**config.mk**
```make
export PLATFORM = sky130hd
export DESIGN_NAME = rainbow_pixel_colour_generator
export DESIGN_NICKNAME = d
export VERILOG_FILES = /design/src/rtl/core/rpcg_pkg.sv /design/src/rtl/core/rpcg_fifo.sv /design/src/rtl/core/rpcg_front.sv /design/src/rtl/core/rpcg_back.sv /design/src/rtl/core/rainbow_pixel_colour_generator.sv
export SDC_FILE = /design/constraint.sdc
export NUM_CORES = 2
export LEC_CHECK = 0
export ABC_AREA = 1
export BUFFER_PORTS_ARGS = -buffer_cell sky130_fd_sc_hd__buf_4
export CAP_MARGIN = 15
export CORE_MARGIN = 3
export CORE_UTILIZATION = 35
export CTS_CLUSTER_SIZE = 30
export DETAILED_ROUTE_END_ITERATION = 8
export REMOVE_ABC_BUFFERS = 1
export SYNTH_ARGS = -nofsm -noshare
export SYNTH_HDL_FRONTEND = slang
export SYNTH_HIERARCHICAL = 1
export SYNTH_SLANG_ARGS = --single-unit
```
**constraint.sdc**
```tcl
create_clock -name clk -period 10.8 [get_ports clk]
set_clock_uncertainty 0.1 [all_clocks]
set_input_delay 0.54 -clock clk [delete_from_list [all_inputs] [get_ports clk]]
set_output_delay 0.54 -clock clk [all_outputs]
set_load 0.01 [all_outputs]
```
**src/rtl/core/rpcg_pkg.sv**
```systemverilog
// rpcg_pkg: shared types, register codes and constant tables of the rainbow pixel
// colour generator. The gamma table is built at elaboration from exact integer math.
// No dependencies.
package rpcg_pkg;

  // configuration register indexes
  typedef enum logic [2:0] {
    CFG_MODE        = 3'd0,
    CFG_SOLID_RED   = 3'd1,
    CFG_SOLID_GREEN = 3'd2,
    CFG_SOLID_BLUE  = 3'd3,
    CFG_BRIGHTNESS  = 3'd4
  } cfg_idx_t;

  // mode register codes, the unused code behaves as off
  typedef enum logic [1:0] {
    MODE_OFF     = 2'd0,
    MODE_SOLID   = 2'd1,
    MODE_RAINBOW = 2'd2,
    MODE_UNUSED  = 2'd3
  } mode_t;

  // request class as the front end sorts it
  typedef enum logic [1:0] {
    KIND_OFF     = 2'd0,
    KIND_SOLID   = 2'd1,
    KIND_RAINBOW = 2'd2
  } kind_t;

  localparam int unsigned WHEEL_W     = 11;
  localparam int unsigned WHEEL_STEPS = 1530;
  localparam int unsigned HUE_ROUND   = 32768;
  localparam int unsigned BRIGHT_MAX  = 100;
  localparam int unsigned BRIGHT_MIN  = 1;
  localparam int unsigned SCALE_ROUND = 50;
  // x / 100 == (x * 5243) >> 19 for every x below 43690
  localparam int unsigned DIV100_MUL  = 5243;
  localparam int unsigned DIV100_SHR  = 19;
  localparam int unsigned SUM_W       = 15;

  typedef struct packed {
    kind_t                kind;
    logic [WHEEL_W-1:0]   pos;
  } entry_t;

  typedef struct packed {
    logic [7:0] solid_red;
    logic [7:0] solid_green;
    logic [7:0] solid_blue;
    logic [6:0] brightness;
  } cfg_t;

  typedef struct packed {
    logic [7:0] red;
    logic [7:0] green;
    logic [7:0] blue;
  } pixel_t;

  typedef logic [7:0] gamma_tab_t [256];

  // level k is reached at input i when i^13 * 32 >= (2k-1)^5 * 255^8
  function automatic logic gamma_reached(input logic [127:0] lhs, input int unsigned k);
    logic [127:0] rhs;
    rhs = 128'd1;
    for (int j = 0; j < 5; j++) begin
      rhs = rhs * 128'(2 * k - 1);
    end
    for (int j = 0; j < 8; j++) begin
      rhs = rhs * 128'd255;
    end
    return lhs >= rhs;
  endfunction

  function automatic gamma_tab_t gamma_build();
    gamma_tab_t   tab;
    logic [127:0] lhs;
    int unsigned  level;
    level = 0;
    for (int i = 0; i < 256; i++) begin
      lhs = 128'd32;
      for (int j = 0; j < 13; j++) begin
        lhs = lhs * 128'(i);
      end
      while (level < 255 && gamma_reached(lhs, level + 1)) begin
        level = level + 1;
      end
      tab[i] = 8'(level);
    end
    return tab;
  endfunction

  localparam gamma_tab_t GAMMA_ROM = gamma_build();

endpackage

```
**src/rtl/core/rpcg_fifo.sv**
```systemverilog
// rpcg_fifo: small first-word-fall-through queue built from registers.
// Used between the front and back ends and at the result side. No dependencies.
module rpcg_fifo #(
  parameter int unsigned WIDTH = 8,
  parameter int unsigned DEPTH = 2
) (
  input  logic             clk,
  input  logic             rst_n,
  input  logic             push,
  input  logic [WIDTH-1:0] wdata,
  output logic             full,
  input  logic             pop,
  output logic [WIDTH-1:0] rdata,
  output logic             empty
);

  localparam int unsigned PTR_W = (DEPTH > 1) ? $clog2(DEPTH) : 1;
  localparam int unsigned CNT_W = $clog2(DEPTH + 1);

  logic [WIDTH-1:0] mem_r [DEPTH];
  logic [PTR_W-1:0] wr_ptr_r, wr_ptr_nxt;
  logic [PTR_W-1:0] rd_ptr_r, rd_ptr_nxt;
  logic [CNT_W-1:0] count_r, count_nxt;
  logic             do_push, do_pop;

  assign full    = (count_r == CNT_W'(DEPTH));
  assign empty   = (count_r == '0);
  assign do_push = push && !full;
  assign do_pop  = pop && !empty;
  assign rdata   = mem_r[rd_ptr_r];

  always_comb begin
    wr_ptr_nxt = wr_ptr_r;
    rd_ptr_nxt = rd_ptr_r;
    count_nxt  = count_r;
    if (do_push) begin
      wr_ptr_nxt = (wr_ptr_r == PTR_W'(DEPTH - 1)) ? '0 : wr_ptr_r + PTR_W'(1);
    end
    if (do_pop) begin
      rd_ptr_nxt = (rd_ptr_r == PTR_W'(DEPTH - 1)) ? '0 : rd_ptr_r + PTR_W'(1);
    end
    if (do_push && !do_pop) begin
      count_nxt = count_r + CNT_W'(1);
    end else if (do_pop && !do_push) begin
      count_nxt = count_r - CNT_W'(1);
    end
  end

  always_ff @(posedge clk) begin
    if (!rst_n) begin
      wr_ptr_r <= '0;
      rd_ptr_r <= '0;
      count_r  <= '0;
    end else begin
      wr_ptr_r <= wr_ptr_nxt;
      rd_ptr_r <= rd_ptr_nxt;
      count_r  <= count_nxt;
    end
  end

  always_ff @(posedge clk) begin
    if (do_push) begin
      mem_r[wr_ptr_r] <= wdata;
    end
  end

endmodule

```
**src/rtl/core/rpcg_front.sv**
```systemverilog
// rpcg_front: classifies each request by mode and maps hue plus LED offset onto the
// 1530-step wheel position. Depends on rpcg_pkg.
module rpcg_front import rpcg_pkg::*; #(
  parameter int unsigned LED_COUNT = 64
) (
  input  logic        push,
  input  logic [15:0] frame_hue,
  input  logic [5:0]  led_index,
  input  mode_t       mode,
  input  logic        q_full,
  output logic        q_push,
  output entry_t      q_wdata
);

  logic [15:0] hue_ofs [64];
  logic [15:0] hue16;
  logic [26:0] wheel_prod;

  // per-index hue offset, index * 65536 / LED_COUNT, worked out at elaboration
  for (genvar j = 0; j < 64; j++) begin : g_ofs
    assign hue_ofs[j] = 16'((j * 65536) / LED_COUNT);
  end

  assign hue16      = frame_hue + hue_ofs[led_index];
  assign wheel_prod = 27'(hue16) * 27'(WHEEL_STEPS) + 27'(HUE_ROUND);

  always_comb begin
    q_wdata.pos = wheel_prod[26:16];
    case (mode)
      MODE_SOLID:   q_wdata.kind = KIND_SOLID;
      MODE_RAINBOW: q_wdata.kind = KIND_RAINBOW;
      default:      q_wdata.kind = KIND_OFF;
    endcase
  end

  assign q_push = push && !q_full;

endmodule

```
**src/rtl/core/rpcg_back.sv**
```systemverilog
// rpcg_back: wheel colour, gamma lookup and brightness scaling, one register stage
// deep; one request per clock unless the result queue is full. Depends on rpcg_pkg.
module rpcg_back import rpcg_pkg::*; (
  input  logic   clk,
  input  logic   rst_n,
  input  logic   q_empty,
  input  entry_t q_rdata,
  output logic   q_pop,
  input  cfg_t   cfg,
  input  logic   out_full,
  output logic   out_push,
  output pixel_t out_wdata
);

  logic               a_valid_r;
  logic [SUM_W-1:0]   sum_r_r, sum_g_r, sum_b_r;
  logic [SUM_W-1:0]   sum_r_nxt, sum_g_nxt, sum_b_nxt;
  logic               a_adv;
  logic [WHEEL_W-1:0] pos;
  logic [7:0]         wr, wg, wb;
  logic [7:0]         vr, vg, vb;
  logic [27:0]        qr, qg, qb;

  assign a_adv = !a_valid_r || !out_full;
  assign q_pop = !q_empty && a_adv;
  assign pos   = q_rdata.pos;

  // full-saturation hue wheel
  always_comb begin
    if (pos < WHEEL_W'(510)) begin
      wb = 8'd0;
      if (pos < WHEEL_W'(255)) begin
        wr = 8'd255;
        wg = 8'(pos);
      end else begin
        wr = 8'(WHEEL_W'(510) - pos);
        wg = 8'd255;
      end
    end else if (pos < WHEEL_W'(1020)) begin
      wr = 8'd0;
      if (pos < WHEEL_W'(765)) begin
        wg = 8'd255;
        wb = 8'(pos - WHEEL_W'(510));
      end else begin
        wg = 8'(WHEEL_W'(1020) - pos);
        wb = 8'd255;
      end
    end else if (pos < WHEEL_W'(WHEEL_STEPS)) begin
      wg = 8'd0;
      if (pos < WHEEL_W'(1275)) begin
        wr = 8'(pos - WHEEL_W'(1020));
        wb = 8'd255;
      end else begin
        wr = 8'd255;
        wb = 8'(WHEEL_W'(WHEEL_STEPS) - pos);
      end
    end else begin
      // wheel end wraps to pure red
      wr = 8'd255;
      wg = 8'd0;
      wb = 8'd0;
    end
  end

  always_comb begin
    case (q_rdata.kind)
      KIND_SOLID: begin
        vr = cfg.solid_red;
        vg = cfg.solid_green;
        vb = cfg.solid_blue;
      end
      KIND_RAINBOW: begin
        vr = GAMMA_ROM[wr];
        vg = GAMMA_ROM[wg];
        vb = GAMMA_ROM[wb];
      end
      default: begin
        vr = 8'd0;
        vg = 8'd0;
        vb = 8'd0;
      end
    endcase
    sum_r_nxt = SUM_W'(vr) * SUM_W'(cfg.brightness) + SUM_W'(SCALE_ROUND);
    sum_g_nxt = SUM_W'(vg) * SUM_W'(cfg.brightness) + SUM_W'(SCALE_ROUND);
    sum_b_nxt = SUM_W'(vb) * SUM_W'(cfg.brightness) + SUM_W'(SCALE_ROUND);
  end

  always_ff @(posedge clk) begin
    if (!rst_n) begin
      a_valid_r <= 1'b0;
    end else if (a_adv) begin
      a_valid_r <= q_pop;
    end
  end

  always_ff @(posedge clk) begin
    if (q_pop) begin
      sum_r_r <= sum_r_nxt;
      sum_g_r <= sum_g_nxt;
      sum_b_r <= sum_b_nxt;
    end
  end

  // divide by 100 through the reciprocal
  assign qr = 28'(sum_r_r) * 28'(DIV100_MUL);
  assign qg = 28'(sum_g_r) * 28'(DIV100_MUL);
  assign qb = 28'(sum_b_r) * 28'(DIV100_MUL);

  assign out_wdata.red   = qr[DIV100_SHR +: 8];
  assign out_wdata.green = qg[DIV100_SHR +: 8];
  assign out_wdata.blue  = qb[DIV100_SHR +: 8];
  assign out_push        = a_valid_r && !out_full;

endmodule

```
**src/rtl/core/rainbow_pixel_colour_generator.sv**
```systemverilog
// rainbow_pixel_colour_generator: top level with configuration registers, the front
// end, the request queue, the back end and the result queue. Depends on rpcg_pkg.
//
//   channel   direction  handshake           payload
//   in_       request    in_push / in_full   in_frame_hue, in_led_index
//   out_      result     out_pop / out_empty out_red, out_green, out_blue
//   cfg_      config     cfg_we              cfg_idx, cfg_wdata
//
// one request per clock sustained while results are taken; a result shows on out_
// after passing the request queue, the scaling stage, then the result queue register
// reset is synchronous; it empties both queues and loads the register defaults
// a held result stalls the scaling stage, then the request queue, then in_full
// the gamma table is constant logic, so no clearing pass follows reset
module rainbow_pixel_colour_generator import rpcg_pkg::*; #(
  parameter int unsigned LED_COUNT = 64
) (
  input  logic        clk,
  input  logic        rst_n,
  input  logic        in_push,
  output logic        in_full,
  input  logic [15:0] in_frame_hue,
  input  logic [5:0]  in_led_index,
  output logic        out_empty,
  input  logic        out_pop,
  output logic [7:0]  out_red,
  output logic [7:0]  out_green,
  output logic [7:0]  out_blue,
  input  logic        cfg_we,
  input  logic [2:0]  cfg_idx,
  input  logic [7:0]  cfg_wdata
);

  mode_t      mode_r;
  cfg_t       cfg_r;
  logic [6:0] bright_w;
  logic       q_push, q_pop, q_full, q_empty;
  entry_t     q_wdata, q_rdata;
  logic       o_push, o_full;
  pixel_t     o_wdata, o_rdata;

  // out-of-range brightness in cfg_wdata[6:0] saturates to 1..100; bit 7 is ignored
  always_comb begin
    bright_w = cfg_wdata[6:0];
    if (bright_w < 7'(BRIGHT_MIN)) begin
      bright_w = 7'(BRIGHT_MIN);
    end else if (bright_w > 7'(BRIGHT_MAX)) begin
      bright_w = 7'(BRIGHT_MAX);
    end
  end

  always_ff @(posedge clk) begin
    if (!rst_n) begin
      mode_r            <= MODE_OFF;
      cfg_r.solid_red   <= 8'd0;
      cfg_r.solid_green <= 8'd0;
      cfg_r.solid_blue  <= 8'd0;
      cfg_r.brightness  <= 7'(BRIGHT_MAX);
    end else if (cfg_we) begin
      case (cfg_idx)
        CFG_MODE:        mode_r            <= mode_t'(cfg_wdata[1:0]);
        CFG_SOLID_RED:   cfg_r.solid_red   <= cfg_wdata;
        CFG_SOLID_GREEN: cfg_r.solid_green <= cfg_wdata;
        CFG_SOLID_BLUE:  cfg_r.solid_blue  <= cfg_wdata;
        CFG_BRIGHTNESS:  cfg_r.brightness  <= bright_w;
        default: ;
      endcase
    end
  end

  rpcg_front #(
    .LED_COUNT (LED_COUNT)
  ) u_front (
    .push      (in_push),
    .frame_hue (in_frame_hue),
    .led_index (in_led_index),
    .mode      (mode_r),
    .q_full    (q_full),
    .q_push    (q_push),
    .q_wdata   (q_wdata)
  );

  rpcg_fifo #(
    .WIDTH ($bits(entry_t)),
    .DEPTH (2)
  ) u_req_q (
    .clk   (clk),
    .rst_n (rst_n),
    .push  (q_push),
    .wdata (q_wdata),
    .full  (q_full),
    .pop   (q_pop),
    .rdata (q_rdata),
    .empty (q_empty)
  );

  rpcg_back u_back (
    .clk       (clk),
    .rst_n     (rst_n),
    .q_empty   (q_empty),
    .q_rdata   (q_rdata),
    .q_pop     (q_pop),
    .cfg       (cfg_r),
    .out_full  (o_full),
    .out_push  (o_push),
    .out_wdata (o_wdata)
  );

  rpcg_fifo #(
    .WIDTH ($bits(pixel_t)),
    .DEPTH (2)
  ) u_res_q (
    .clk   (clk),
    .rst_n (rst_n),
    .push  (o_push),
    .wdata (o_wdata),
    .full  (o_full),
    .pop   (out_pop),
    .rdata (o_rdata),
    .empty (out_empty)
  );

  assign in_full   = q_full;
  assign out_red   = o_rdata.red;
  assign out_green = o_rdata.green;
  assign out_blue  = o_rdata.blue;

  a_bright_range: assert property (@(posedge clk) disable iff (!rst_n)
    cfg_r.brightness >= 7'(BRIGHT_MIN) && cfg_r.brightness <= 7'(BRIGHT_MAX))
    else $error("brightness register out of range");

  a_bright_zero: assert property (@(posedge clk) disable iff (!rst_n)
    cfg_we && cfg_idx == CFG_BRIGHTNESS && cfg_wdata[6:0] == 7'd0
    |=> cfg_r.brightness == 7'(BRIGHT_MIN))
    else $error("zero brightness write did not saturate");

  a_req_queued: assert property (@(posedge clk) disable iff (!rst_n)
    in_push && !in_full |=> !q_empty)
    else $error("accepted request missing from queue");

  a_res_queued: assert property (@(posedge clk) disable iff (!rst_n)
    o_push |=> !out_empty)
    else $error("finished result missing from result queue");

endmodule
```
# Word level (Yosys, flattened, before mapping)
# Memories as Yosys holds them, arrays and structs flattened. A register that Yosys moved wholly into a read port is not among the register bits.
# Cells that the tools add are included.
# totals
register_bits	87
mem_bits_rw	74
mem_bits_ro	7168
in_bits	38
output_inout_bits	26
word_cells	147
n_memories	6
# mem_list
memory	depth	width	rd	rd_clocked_by_memory_dff	wr	line_no	source
(name not given)	256	8	1	0	0	rpcg_back.sv:75	vb = GAMMA_ROM[wb];
(name not given)	256	8	1	0	0	rpcg_back.sv:74	vg = GAMMA_ROM[wg];
(name not given)	256	8	1	0	0	rpcg_back.sv:73	vr = GAMMA_ROM[wr];
(name not given)	64	16	1	0	0	rpcg_front.sv:24	assign hue16 = frame_hue + hue_ofs[led_index];
u_res_q.mem_r	2	24	1	1	1	rpcg_fifo.sv:20	logic [WIDTH-1:0] mem_r [DEPTH];
u_req_q.mem_r	2	13	1	1	1	rpcg_fifo.sv:20	
# classes
n_addsub	18
multipliers	7
order_cmp	12
n_eq_ne	10
n_mux	44
bitwise	4
n_reduce_logical	31
# op_table
cell	count
two-way mux 8 bit	20
multiplier 15 x 13 -> 27 bit (second input constant)	3
case mux 8 bit (2 select lines)	3
adder 15 x 6 -> 15 bit (second input constant)	3
multiplier 8 x 7 -> 15 bit	3
two-way mux 16 bit	2
adder 27 x 16 -> 27 bit (second input constant)	1
greater-or-equal comparator 9 bit (second input constant)	3
NOT 8 -> 9 bit	3
multiplier 16 x 10 -> 26 bit (second input constant)	1
subtractor 8 bit (first input constant)	3
< comparator 11 x 10 -> 1 bit (second input constant)	2
< comparator 11 bit (second input constant)	2
adder 16 bit	1
subtractor 8 bit (second input constant)	2
two-way mux 7 bit	2
two-way mux 1 bit	12
logical AND 1 bit	11
< comparator 11 x 8 -> 1 bit (second input constant)	1
< comparator 11 x 9 -> 1 bit (second input constant)	1
AND reduction 2 bit	5
logical NOT 1 bit	9
equality test 2 bit (second input constant)	4
two-way mux 2 bit	4
other kinds (16)	25

# Longest topological paths before layout
# logic_depth
depth_word	12
ltp_mapped	49

# Cells and area by module
# Netlist, hierarchy kept.
# by_module_without_submodules
module	instances	cells_per_inst	area_each_um2
rpcg_back	1	3110	23730.3
rpcg_front	1	662	4782.1
rpcg_fifo at u_res_q	1	113	2083.2
rainbow_pixel_colour_generator	1	168	1288.7
rpcg_fifo at u_req_q	1	78	1186.1

# Worst setup path after synthesis
# Ideal clock, no wire load.
# synth_path
kind	register to register
from	reg with a tool-made name
to	reg u_back.sum_b_r[13] (data pin)
setup_time_ps	265
arrival_ps	7135
t_required_ps	10435
path_slack_ps	3300
path_stages_with_launch	42
path_buffers	3
synth_period_minus_slack_ps	7500
path_cell_list	dfxtp_1 -> buf_6 -> mux2_2 -> buf_2 -> inv_1 -> ha_1 -> inv_1 -> nand3_1 -> nand2_1 -> nor2_4 -> buf_6 -> nand3_1 -> ha_1 -> nand4_1 -> nand2_1 -> nand2_1 -> nand2_1 -> nor2_1 -> [6 not listed] -> nand3_1 -> fa_1 -> fa_1 -> inv_1 -> fa_1 -> inv_1 -> fa_1 -> inv_1 -> ha_1 -> a21oi_1 -> o21ai_0 -> a21oi_1 -> inv_1 -> a21oi_1 -> o21ai_0 -> a21oi_1 -> o21ai_0 -> xor2_1
# synth_lines
item	line_no	source
to (signal assigned)	rpcg_back.sv:100	sum_b_r <= sum_b_nxt;
to (decl)	rpcg_back.sv:16	logic [SUM_W-1:0] sum_r_r, sum_g_r, sum_b_r;

==> impl_metrics.csv <==
group,metric,value,unit
global_routing,overflow,0,
finish,ff_latch_area,4450,µm²
synth,seq_area_frac_synth,0.135,
global_routing,grt_pass1_wl,132,mm
place,portBuffers,63,
worst_hold_path,holdPathStages,3,
finish,fill_cells,9737,
finish,multi_input_area,24600,µm²
synth,yosysUniqueCellTypes,63,
synth,synthFlopType,"edfxtp_1",
synth,yosys_register_bits,163,
clock_tree,clock-sinks,163,
timing,finalSetupViolCount,0,
clock_tree,clk_path_buf_depth,2,
setup_path,crit_buf_inv,8,
finish,syn_to_final_growth,6.31,%
place,placed_cells,5352,
finish,final_cells,5386,
clock_tree,numCtsBuffers,17,
detailed_routing,wire_per_inst,14.5,µm
synth,synth_area_leaders,"fa_1 23%, ha_1 20%, edfxtp_1 11%",
timing,timing.hold.ws,0.254,ns
floorplanning,die-area,98200,µm²
detailed_routing,drc,0,
floorplanning,core,93500,µm²
setup_path,rrSetupSlack,1.74,ns
setup_path,critPathKind,"flop to flop",
detailed_routing,antenna_left,0,
timing,period_minus_slack,9.06,ns
worst_hold_path,min_from,"cfg_wdata[7]",
setup_path,r2r_end,"u_back/sum_g_r[13]",
floorplanning,start_util,0.354,
synth,synth_top_area_share,0.228,
synth,syn_inst,4131,
finish,drive_gt1_frac,0.0755,
timing,tightestPinTransition,0.980,ns
floorplanning,die_height,313,µm
global_routing,grt_antenna_before_repair,2,
setup_path,crit_family,"adder cells",
global_routing,grt_max_degree,57,
detailed_routing,viasPerCell,4.81,
timing,finalSetupTns,0,ns
setup_path,crit_path_top_delay_cell,"dfxtp_1",
finish,final_nets,5068,
place,place_congestion,0.924,
detailed_routing,vias,25900,
finish,final_cell_mix,"861 x inv_1, 779 x nand2_1, 534 x ha_1",
detailed_routing,routed_wl,78.0,mm
worst_hold_path,hp-class,"input port to flop",
synth,async_flop_share,0,
floorplanning,die_x,313,µm
detailed_routing,dr.pass1.iters,6,
global_routing,grt_pass1_vias,25900,
setup_path,cp.arrival,9.20,ns
setup_path,max_stage_delay,0.70,ns
worst_hold_path,whs_endpoint,"cfg_r[22]",
synth,yosysTopAreaCell,"fa_1",
clock_tree,htreeDepth,4,
floorplanning,io_pins,64,
clock_tree,cts_setup_buffers,0,
setup_path,crit_path_end_kind,"flop",
clock_tree,cts_root_buffer,"clkbuf_16",
finish,layout_commonest_cell,"inv_1",
timing,hold_viol_final,0,
setup_path,cp_max_fo,13,
global_routing,grt.total_usage,0.163,
clock_tree,cts_tree,"built",
timing,period_share,0.839,
run,maxCapViolCount,0,
place,hpwl,64.7,mm
setup_path,critPathRequiredTime,10.94,ns
synth,synth-edff-count,119,
clock_tree,holdBufCountCts,0,
timing,rsz0062_at_grt,"false",
synth,syn-cell-area,33100,µm²
clock_tree,ctsResizeCount,0,
run_status,outcome,"completed",
timing,slew_headroom,0.346,
floorplanning,rows,112,
synth,syn_avg_cell_area,8.01,µm²
timing,drv_slew,0,
setup_path,ff2ff_path_depth,40,
detailed_routing,first_iter_violations,1688,
clock_tree,path_clk_slew,0.09,ns
setup_path,crit_top_cell,"nand2_1",
synth,ys.warnings.count,6,
finish,diodes,0,
timing,fmax,0.110,GHz
clock_tree,worstSkewPairLatency,0.50,ns
setup_path,critPathLaunchType,"flop",
-- sequential cells by signal (all words and copies together) (netlist names), 2 cells and up, named ones only --
register and flops:
u_back/sum_r_r 15, mode_r 2, u_res_q/mem_r 48, cfg_r 31, u_back/sum_g_r 15, u_back/sum_b_r 15, u_req_q/count_r 2, u_res_q/count_r 2
u_req_q/mem_r 26
-- worst reg2reg max path: cells and delay by family (launching register included) --
family,cells,cell delay [ns]
adder cells (fa/ha/maj),7,2.87
AND/OR/NAND/NOR,13,1.88
AO/OA/AOI/OAI,10,1.76
buffers and inverters,8,0.89
flip-flops,1,0.70
multiplexers,1,0.48
XOR/XNOR,1,0.14
-- final cells by class --
class,instances,share of cell area
clock buffers,17,0.0121
multi-input cells,2961,0.699
inverters,902,0.0964
repair buffers,74,0.0160
well taps,1254,0.0446
flip-flops and latches,163,0.127
clock inverters,15,0.00523
-- cell usage after synthesis (all sizes together) (6+ instances only) --
cell,number
a211oi,11
a21o,6
a21oi,182
buf,77
clkbuf,28
dfxtp,44
edfxtp,119
fa,377
ha,534
inv,898
mux2,37
nand2,835
nand3,226
nand3b,10
nand4,45
nor2,362
nor3,11
o211ai,19
o21ai,142
o21bai,12
xnor2,31
xor2,80
-- worst max-delay path by stage --
stage                     from                 end  slack, ns  cells after the start
after floorplan           flop  u_back/sum_b_r[13]       3.20                     40
after global placement    flop  u_back/sum_g_r[13]       1.84                     40
after detailed placement  flop  u_back/sum_g_r[13]       1.80                     40
after CTS                 flop  u_back/sum_g_r[13]       1.75                     40
after global routing      flop  u_back/sum_g_r[13]        1.0                     40
final                     flop  u_back/sum_g_r[13]       1.74                     40
-- per-layer routing --
metal | GRT usage | part of all wire | up-vias
met5 | 0 | 0.00031 | -
met4 | 0.0313 | 0.012 | 4
met3 | 0.0235 | 0.047 | 63
met2 | 0.269 | 0.46 | 535
met1 | 0.229 | 0.48 | 12400
li1 | - | - | 12900
-- cells by family (layout without fill, tap and decap cells) --
group | count (synthesis) | in the layout | synth area share
xor+xnor | 111 | 111 | 0.0294
fa+ha+maj | 911 | 911 | 0.430
flops | 163 | 163 | 0.135
mux | 37 | 37 | 0.0149
buf+inv | 1007 | 1008 | 0.123
compound gates | 406 | 406 | 0.0689
simple gates | 1496 | 1496 | 0.199
-- per-stage QoR --
step | setup WS, ns | cell area (µm²) | util
6_report | 1.74 | 35200 | 0.376
5_1_grt | 1.00 | 35200 | 0.376
4_1_cts | 1.75 | 35100 | 0.376
3_5_place_dp | 1.80 | 34500 | 0.369
3_3_place_gp | 1.84 | 34500 | 0.369
2_1_floorplan | 3.20 | 32400 | -
Power is left out: the tool's default activity adds up to more than one toggle a clock period on the data nets, which glitch-free logic cannot reach.
